==> src/rtl/mrpt_pkg.sv <==
`default_nettype none
package mrpt_pkg;
	localparam int Width = 64;
	localparam int NumBases = 12;
	localparam int BaseIdxW = 4;
	localparam int CntW = 7;
	localparam int ShW = 7;
	localparam int NumTrial = 7;

	typedef enum logic [1:0] {
		KIND_NOT_PRIME,
		KIND_PRIME,
		KIND_TEST
	} kind_t;

	typedef struct packed {
		kind_t              kind;
		logic [Width-1:0]   n;
	} job_t;

	typedef enum logic [3:0] {
		ST_IDLE,
		ST_SPLIT,
		ST_BASE,
		ST_EXP_STEP,
		ST_MUL_WAIT,
		ST_CHECK,
		ST_SQ_START,
		ST_SQ_WAIT,
		ST_DONE
	} state_t;

	function automatic logic [5:0] base_value(input logic [BaseIdxW-1:0] idx);
		logic [5:0] v;
		begin
			case (idx)
				4'd0: v = 6'd2;
				4'd1: v = 6'd3;
				4'd2: v = 6'd5;
				4'd3: v = 6'd7;
				4'd4: v = 6'd11;
				4'd5: v = 6'd13;
				4'd6: v = 6'd17;
				4'd7: v = 6'd19;
				4'd8: v = 6'd23;
				4'd9: v = 6'd29;
				4'd10: v = 6'd31;
				4'd11: v = 6'd37;
				default: v = 6'd2;
			endcase
			return v;
		end
	endfunction
endpackage
`default_nettype wire

==> src/rtl/mrpt_front.sv <==
`default_nettype none
// Classifies each candidate: below two, divisible by a small prime, or needing rounds.
// The residues modulo all seven primes are updated side by side, one candidate bit per
// cycle from the top bit down, through all 64 bits.
module mrpt_front import mrpt_pkg::*; (
	input  wire logic             clk,
	input  wire logic             arst_n,
	input  wire logic             in_valid,
	output logic                  in_ready,
	input  wire logic [Width-1:0] in_n,
	output logic                  job_valid,
	input  wire logic             job_ready,
	output job_t                  job
);
	logic             busy_q;
	logic [Width-1:0] n_q;
	logic [CntW-1:0]  bit_q;
	logic [5:0]       rem_q [NumTrial];
	logic             out_valid_q;
	job_t             job_q;
	logic [5:0]       rem_nx [NumTrial];
	kind_t            kind_c;
	logic             hit;

	always_comb begin
		for (int i = 0; i < NumTrial; i++) begin
			logic [6:0] t;
			t = {rem_q[i], n_q[Width - 1 - bit_q[5:0]]};
			if (t >= {1'b0, base_value(BaseIdxW'(i))})
				t = t - {1'b0, base_value(BaseIdxW'(i))};
			rem_nx[i] = t[5:0];
		end
	end

	always_comb begin
		hit = 1'b0;
		kind_c = KIND_TEST;
		for (int i = NumTrial - 1; i >= 0; i--) begin
			if (rem_q[i] == 6'd0) begin
				hit = 1'b1;
				kind_c = (n_q == Width'(base_value(BaseIdxW'(i)))) ? KIND_PRIME
					: KIND_NOT_PRIME;
			end
		end
		if (n_q < Width'(2))
			kind_c = KIND_NOT_PRIME;
		else if (!hit)
			kind_c = KIND_TEST;
	end

	assign in_ready  = !busy_q && !out_valid_q;
	assign job_valid = out_valid_q;
	assign job       = job_q;

	always_ff @(posedge clk or negedge arst_n) begin
		if (!arst_n) begin
			busy_q      <= 1'b0;
			out_valid_q <= 1'b0;
			bit_q       <= '0;
		end else begin
			if (in_valid && in_ready) begin
				busy_q <= 1'b1;
				bit_q  <= '0;
			end else if (busy_q) begin
				if (bit_q == CntW'(Width)) begin
					busy_q      <= 1'b0;
					out_valid_q <= 1'b1;
				end else begin
					bit_q <= bit_q + 1'b1;
				end
			end
			if (out_valid_q && job_ready)
				out_valid_q <= 1'b0;
		end
	end

	always_ff @(posedge clk) begin
		if (in_valid && in_ready) begin
			n_q <= in_n;
			for (int i = 0; i < NumTrial; i++)
				rem_q[i] <= '0;
		end else if (busy_q) begin
			if (bit_q == CntW'(Width)) begin
				job_q.kind <= kind_c;
				job_q.n    <= n_q;
			end else begin
				for (int i = 0; i < NumTrial; i++)
					rem_q[i] <= rem_nx[i];
			end
		end
	end
endmodule
`default_nettype wire

==> src/rtl/mrpt_queue.sv <==
`default_nettype none
// Two-entry queue of classified jobs between the front and the back.
module mrpt_queue import mrpt_pkg::*; (
	input  wire logic clk,
	input  wire logic arst_n,
	input  wire logic wr_valid,
	output logic      wr_ready,
	input  wire job_t wr_job,
	output logic      rd_valid,
	input  wire logic rd_ready,
	output job_t      rd_job
);
	job_t       mem_q [2];
	logic       wp_q, rp_q;
	logic [1:0] cnt_q;
	logic       wr, rd;

	assign wr_ready = cnt_q != 2'd2;
	assign rd_valid = cnt_q != 2'd0;
	assign rd_job   = mem_q[rp_q];
	assign wr = wr_valid && wr_ready;
	assign rd = rd_valid && rd_ready;

	always_ff @(posedge clk or negedge arst_n) begin
		if (!arst_n) begin
			wp_q  <= 1'b0;
			rp_q  <= 1'b0;
			cnt_q <= '0;
		end else begin
			if (wr) wp_q <= !wp_q;
			if (rd) rp_q <= !rp_q;
			cnt_q <= cnt_q + {1'b0, wr} - {1'b0, rd};
		end
	end

	always_ff @(posedge clk) begin
		if (wr) mem_q[wp_q] <= wr_job;
	end
endmodule
`default_nettype wire

==> src/rtl/mrpt_mulmod.sv <==
`default_nettype none
// (a * b) mod m by shift-and-add, one bit of b per cycle.
module mrpt_mulmod import mrpt_pkg::*; (
	input  wire logic             clk,
	input  wire logic             arst_n,
	input  wire logic             start,
	input  wire logic [Width-1:0] a,
	input  wire logic [Width-1:0] b,
	input  wire logic [Width-1:0] m,
	output logic                  done,
	output logic [Width-1:0]      r
);
	logic             busy_q, done_q;
	logic [CntW-1:0]  cnt_q;
	logic [Width-1:0] a_q, b_q, m_q, r_q;
	logic [Width:0]   dbl, add;

	always_comb begin
		dbl = {r_q, 1'b0};
		if (dbl >= {1'b0, m_q}) dbl = dbl - {1'b0, m_q};
		add = dbl;
		if (b_q[Width-1]) begin
			add = dbl + {1'b0, a_q};
			if (add >= {1'b0, m_q}) add = add - {1'b0, m_q};
		end
	end

	assign done = done_q;
	assign r    = r_q;

	always_ff @(posedge clk or negedge arst_n) begin
		if (!arst_n) begin
			busy_q <= 1'b0;
			done_q <= 1'b0;
			cnt_q  <= '0;
		end else begin
			done_q <= 1'b0;
			if (start) begin
				busy_q <= 1'b1;
				cnt_q  <= '0;
			end else if (busy_q) begin
				cnt_q <= cnt_q + 1'b1;
				if (cnt_q == CntW'(Width - 1)) begin
					busy_q <= 1'b0;
					done_q <= 1'b1;
				end
			end
		end
	end

	always_ff @(posedge clk) begin
		if (start) begin
			a_q <= a;
			b_q <= b;
			m_q <= m;
			r_q <= '0;
		end else if (busy_q) begin
			r_q <= add[Width-1:0];
			b_q <= {b_q[Width-2:0], 1'b0};
		end
	end
endmodule
`default_nettype wire

==> src/rtl/mrpt_back.sv <==
`default_nettype none
// Runs the witness rounds for a job that the front could not settle and passes on the verdict of one that it could.
module mrpt_back import mrpt_pkg::*; (
	input  wire logic clk,
	input  wire logic arst_n,
	input  wire logic job_valid,
	output logic      job_ready,
	input  wire job_t job,
	output logic      res_valid,
	input  wire logic res_ready,
	output logic      res_prime
);
	state_t           state_q, state_d;
	logic [Width-1:0] n_q, d_q, e_q, a_q, x_q;
	logic [ShW-1:0]   s_q, r_q;
	logic [BaseIdxW-1:0] bi_q;
	logic             mul_sel_q;
	logic             prime_q;
	logic             mstart;
	logic [Width-1:0] ma, mb;
	logic             mdone;
	logic [Width-1:0] mr;
	logic [Width-1:0] nm1;
	logic [Width-1:0] base_w;

	assign nm1    = n_q - Width'(1);
	assign base_w = Width'(base_value(bi_q));

	mrpt_mulmod u_mul (
		.clk(clk), .arst_n(arst_n), .start(mstart), .a(ma), .b(mb), .m(n_q),
		.done(mdone), .r(mr)
	);

	assign job_ready = state_q == ST_IDLE;
	assign res_valid = state_q == ST_DONE;
	assign res_prime = prime_q;

	always_comb begin
		state_d = state_q;
		mstart  = 1'b0;
		ma      = x_q;
		mb      = a_q;
		case (state_q)
			ST_IDLE: if (job_valid) state_d = (job.kind == KIND_TEST) ? ST_SPLIT : ST_DONE;
			ST_SPLIT: if (d_q[0]) state_d = ST_BASE;
			ST_BASE: begin
				if (bi_q == BaseIdxW'(NumBases)) state_d = ST_DONE;
				else if (base_w >= n_q) state_d = ST_BASE;
				else state_d = ST_EXP_STEP;
			end
			ST_EXP_STEP: begin
				if (e_q == '0) state_d = ST_CHECK;
				else begin
					mstart = 1'b1;
					ma = e_q[0] ? x_q : a_q;
					mb = a_q;
					state_d = ST_MUL_WAIT;
				end
			end
			ST_MUL_WAIT: begin
				if (mdone) begin
					if (!mul_sel_q && e_q[0]) begin
						mstart = 1'b1;
						ma = a_q;
						mb = a_q;
						state_d = ST_MUL_WAIT;
					end else state_d = ST_EXP_STEP;
				end
			end
			ST_CHECK: begin
				if (x_q == Width'(1) || x_q == nm1) state_d = ST_BASE;
				else if (r_q >= s_q) state_d = ST_DONE;
				else state_d = ST_SQ_START;
			end
			ST_SQ_START: begin
				mstart = 1'b1;
				ma = x_q;
				mb = x_q;
				state_d = ST_SQ_WAIT;
			end
			ST_SQ_WAIT: begin
				if (mdone) begin
					if (mr == nm1) state_d = ST_BASE;
					else if (r_q + 1'b1 >= s_q) state_d = ST_DONE;
					else state_d = ST_SQ_START;
				end
			end
			ST_DONE: if (res_ready) state_d = ST_IDLE;
			default: state_d = ST_IDLE;
		endcase
	end

	always_ff @(posedge clk or negedge arst_n) begin
		if (!arst_n) state_q <= ST_IDLE;
		else state_q <= state_d;
	end

	always_ff @(posedge clk) begin
		case (state_q)
			ST_IDLE: if (job_valid) begin
				n_q     <= job.n;
				d_q     <= job.n - Width'(1);
				s_q     <= '0;
				bi_q    <= '0;
				prime_q <= job.kind == KIND_PRIME;
			end
			ST_SPLIT: if (!d_q[0]) begin
				d_q <= d_q >> 1;
				s_q <= s_q + 1'b1;
			end else prime_q <= 1'b1;
			ST_BASE: begin
				if (bi_q != BaseIdxW'(NumBases)) begin
					bi_q <= bi_q + 1'b1;
					a_q  <= base_w;
					e_q  <= d_q;
					x_q  <= Width'(1);
					r_q  <= ShW'(1);
				end
			end
			ST_EXP_STEP: mul_sel_q <= !e_q[0];
			ST_MUL_WAIT: if (mdone) begin
				if (!mul_sel_q && e_q[0]) begin
					x_q       <= mr;
					mul_sel_q <= 1'b1;
				end else begin
					a_q <= mr;
					e_q <= e_q >> 1;
				end
			end
			ST_CHECK: if (!(x_q == Width'(1) || x_q == nm1) && r_q >= s_q) prime_q <= 1'b0;
			ST_SQ_WAIT: if (mdone) begin
				x_q <= mr;
				r_q <= r_q + 1'b1;
				if (mr != nm1 && r_q + 1'b1 >= s_q) prime_q <= 1'b0;
			end
			default: ;
		endcase
	end
endmodule
`default_nettype wire

==> src/rtl/miller_rabin_prime_test_core.sv <==
`default_nettype none
// Deterministic Miller-Rabin primality test for one unsigned 64-bit candidate per item;
// each input item yields exactly one output item whose bit 0 says whether it is prime.
// The front stage rejects values below two and trial-divides by the primes up to 17;
// a two-entry queue then hands every classified candidate to the back stage, which
// runs witness rounds for the undecided ones with bases 2 to 37 (bases not below the
// candidate skipped). Every modular product goes through one shared shift-and-add unit.
// A round needs at most about 126 products (two per bit of the odd part of the
// candidate minus one, plus the squarings), so a prime costs up to about 12 * 126
// products, while most composites finish after the first base. Items leave in
// arrival order.
module miller_rabin_prime_test_core import mrpt_pkg::*; (
	input  wire logic        clk,
	input  wire logic        arst_n,
	input  wire logic        s_axis_tvalid,
	output logic             s_axis_tready,
	input  wire logic [63:0] s_axis_tdata,  // [63:0] candidate
	output logic             m_axis_tvalid,
	input  wire logic        m_axis_tready,
	output logic [7:0]       m_axis_tdata   // [0] is_prime, [7:1] zero
);
	logic fj_valid, fj_ready, qj_valid, qj_ready, prime;
	job_t fj, qj;

	mrpt_front u_front (
		.clk(clk), .arst_n(arst_n), .in_valid(s_axis_tvalid), .in_ready(s_axis_tready),
		.in_n(s_axis_tdata), .job_valid(fj_valid), .job_ready(fj_ready), .job(fj)
	);

	mrpt_queue u_queue (
		.clk(clk), .arst_n(arst_n), .wr_valid(fj_valid), .wr_ready(fj_ready), .wr_job(fj),
		.rd_valid(qj_valid), .rd_ready(qj_ready), .rd_job(qj)
	);

	mrpt_back u_back (
		.clk(clk), .arst_n(arst_n), .job_valid(qj_valid), .job_ready(qj_ready), .job(qj),
		.res_valid(m_axis_tvalid), .res_ready(m_axis_tready), .res_prime(prime)
	);

	assign m_axis_tdata = {7'd0, prime};
endmodule
`default_nettype wire

==> config.mk <==
export PLATFORM = sky130hd
export DESIGN_NAME = miller_rabin_prime_test_core
export DESIGN_NICKNAME = d
export VERILOG_FILES = /design/src/rtl/mrpt_pkg.sv /design/src/rtl/mrpt_front.sv /design/src/rtl/mrpt_queue.sv /design/src/rtl/mrpt_mulmod.sv /design/src/rtl/mrpt_back.sv /design/src/rtl/miller_rabin_prime_test_core.sv
export SDC_FILE = /design/constraint.sdc
export NUM_CORES = 2
export LEC_CHECK = 0
export BUFFER_PORTS_ARGS = -buffer_cell sky130_fd_sc_hd__buf_2
export CAP_MARGIN = 20
export CORE_UTILIZATION = 67
export DETAILED_ROUTE_END_ITERATION = 16
export PLACE_DENSITY = 0.92
export SYNTH_ARGS = -nofsm -noshare
export SYNTH_HDL_FRONTEND = slang
export SYNTH_SLANG_ARGS = --single-unit
export TNS_END_PERCENT = 5
==> constraint.sdc <==
create_clock -name clk -period 21.5 [get_ports clk]
set_input_delay 5.375 -clock clk [delete_from_list [all_inputs] [get_ports clk]]
set_output_delay 5.375 -clock clk [all_outputs]
set_load 0.02 [all_outputs]
==> run metrics <==
Sum Neg Setup Slack 0 ps; Reg with most FFs u_queue.mem_q; worst skew pair latency around 700 ps; post-synthesis cell count 5365; crit path kind reg -> reg; average wire per standard cell around 30 um; sequential share of the synthesized area 48.91%; crit-path leading delay family compound AO/OA/AOI/OAI gates; Num CTS Buffers between 90 and 100; DR vias/cell approximately 7.3; initial DRC count about 8300; antenna violations before repair 9; Largest register FFs 132; Post-CTS Hold Fix Bufs 0; cts repair resizes 0; largest net degree at the start of global routing between 150 and 200; row cnt 105; crit path launch type flop; VDD IR-drop max 110.2 uV; number of cells on the critical path 36; GRT Total Usage a little under half; area leader, netlist edfxtp_1; final setup vio count 0; clock transition at the registers of the reported paths approximately 70 ps; most used cell, CP a21oi_1; drt pass-1 iters 11; async set or reset register ratio after synthesis approximately 2.8%; Syn. warnings 0; RSZ-0062 raised after global routing no; Setup crit end kind flop; crit path max-delay cell type nor4bb_1; Syn Area/Cell around 10 sq um; final worst path period need 12340 ps; Synth top area share 45.21%; layout cells sized above 1 a little under a tenth; HPWL Detailed 135300 um; Starting Density ~68%; H-tree levels 3; final wirelength 199000 um; Die H around 290 um; # port buffers 70; worst reg-to-reg path cell count 36; I/O pin count between 70 and 80; final hold vios 0; Netlist cell types 109; grt ovf 0; Rel. slew slack 17.61%; Die Wd between 200 and 300 um; TritonCTS Sinks between 900 and 1000; flops & latches, synth approximately 930; Synth area leaders edfxtp_1 45%, ha_1 5.3%, xnor2_1 4.5%; Worst Path Buf+Inv 3; Post-CTS Setup Inserts 0; vias in the first global route between 40000 and 50000; core area between 80000 and 90000 sq um; RD Place Congestion between 1 and 1.5; clk_skew 75.50 ps; TritonCTS clock tree yes; Slew Limit Fails 0; Max Root-Sink Buffers 3; via count between 40000 and 50000; synthesized area approximately 56000 sq um; Layout Nets roughly 5600; DIE AREA ~84000 sq um; # DRC 0; number of synthesized flops with an enable pin 836; P&R area growth vs syn 7.995%; Post-synth top flop edfxtp_1; Worst-Margin Slew roughly 1200 ps; max-cap violations 0; Tcrit/Tclk final 57.39%; fmax 81.05 MHz; PwrDens 61.97 nW/um^2; crit-path max FO 48; Root Buffer clkbuf_16; Arr. time, crit path around 13000 ps; Worst EP required ~22000 ps; antenna viol nets, final 0; first-pass GRT wire length roughly 290000 um; status finished, final reports clean; HP Class reg -> reg; Critical Path Max Stage Delay 910 ps; worst hold path depth 0; Static Leak roughly 22 nW; hold slack about 430 ps
## cell families after synthesis
kind of cell	Yosys count	share of synthesized area (%)
buf+inv	475	3.418
simple gates	1764	15.89
fa+ha+maj	240	5.449
compound gates	1265	14.07
flops	932	48.91
mux	245	5.140
other cells	1	0.006754
xor+xnor	443	7.118
## synthesized netlist by cell type, types with 13 or more instances
cell / n
edfxtp_1: 836
nand2_1: 565
o21ai_0: 379
a21oi_1: 376
nor2_1: 365
xnor2_1: 283
ha_1: 237
inv_1: 215
clkbuf_1: 209
xor2_1: 154
a21o_1: 119
mux2i_1: 113
mux2_2: 111
nor3_1: 108
nand3_1: 99
nor4_1: 96
nand4_1: 90
and3_1: 85
and2_1: 74
nand3b_1: 73
dfxtp_1: 70
a211oi_1: 50
nand2b_1: 43
a31oi_1: 39
nor2b_1: 33
o21a_1: 33
o21bai_1: 31
or3_1: 31
o221ai_1: 30
dfrtp_1: 26
o211ai_1: 24
buf_2: 21
mux4_2: 21
a22oi_1: 18
o31ai_1: 18
or2_2: 17
nor3b_1: 16
or4_1: 13
## worst paths after layout
check                                       start                    to  slack (ps)
worst max register to register  u_back.u_mul.r[2]    u_back.u_mul.r[44]        9160
min in group asynchronous                  arst_n      u_front.bit_q[0]        4750
max in group asynchronous                  arst_n          u_queue.rp_q       16200
worst max-delay path            u_back.u_mul.r[2]    u_back.u_mul.r[44]        9160
worst min-delay path              u_front.job[37]  u_queue.mem_q[0][37]         430
worst min register to register    u_front.job[37]  u_queue.mem_q[0][37]         430
## power by group
part | switching (W) | total, W | internal (W)
registers | 0.00000329 | 0.00195 | 0.00195
logic | 0.0000227 | 0.0000338 | 0.0000110
clock network | 0.000773 | 0.00173 | 0.000960
## stage by stage
stage / util (%) / cell area (sq um) / cells / setup WS [ps] / power [W]
global route: 73.02 / 59960 / 6485 / 8700 / 0.003757
detailed placement: 69.12 / 56760 / 6314 / 8973 / 0.002017
global placement: 69.08 / 56720 / 6310 / 9235 / 0.002015
floorplan: - / 55550 / 5371 / 12980 / 0.002003
CTS: 72.98 / 59920 / 6483 / 8870 / 0.003686
finish: 73.03 / 59970 / 6489 / 9161 / 0.003716
## routing by layer
metal	GRT usage (%)	up-vias	wire (um)
met1	59.21	22200	69970
met4	27.19	8	15340
met5	0	-	57
met3	10.97	959	27320
met2	70.48	4219	86330
li1	-	19760	-
## placed cells by master, fill, tap and decap left out, drive strengths merged, types with 35 or more instances in the layout
cell    count
a211oi     51
a21o      119
a21oi     376
a31oi      40
and2       75
and3       85
buf       130
clkbuf    104
clkinv     41
dfxtp      70
edfxtp    836
ha        237
inv       224
mux2      111
mux2i     113
nand2     567
nand2b     43
nand3     100
nand3b     73
nand4      91
nor2      365
nor3      111
nor4      103
o21ai     382
or3        35
xnor2     284
xor2      155
## area by class of cell
| cell class | count | area [sq um] |
|---|---|---|
| multi-input combinational | 3964 | 26620 |
| tap | 1070 | 1339 |
| inverter | 219 | 827.0 |
| timing repair buffer | 131 | 845.8 |
| antenna | 4 | 10.01 |
| clock inverter | 66 | 804.5 |
| sequential | 932 | 27160 |
| fill | 5210 | 22150 |
| clock buffer | 103 | 2362 |
Note: power is estimated with default switching activity, not from simulation.
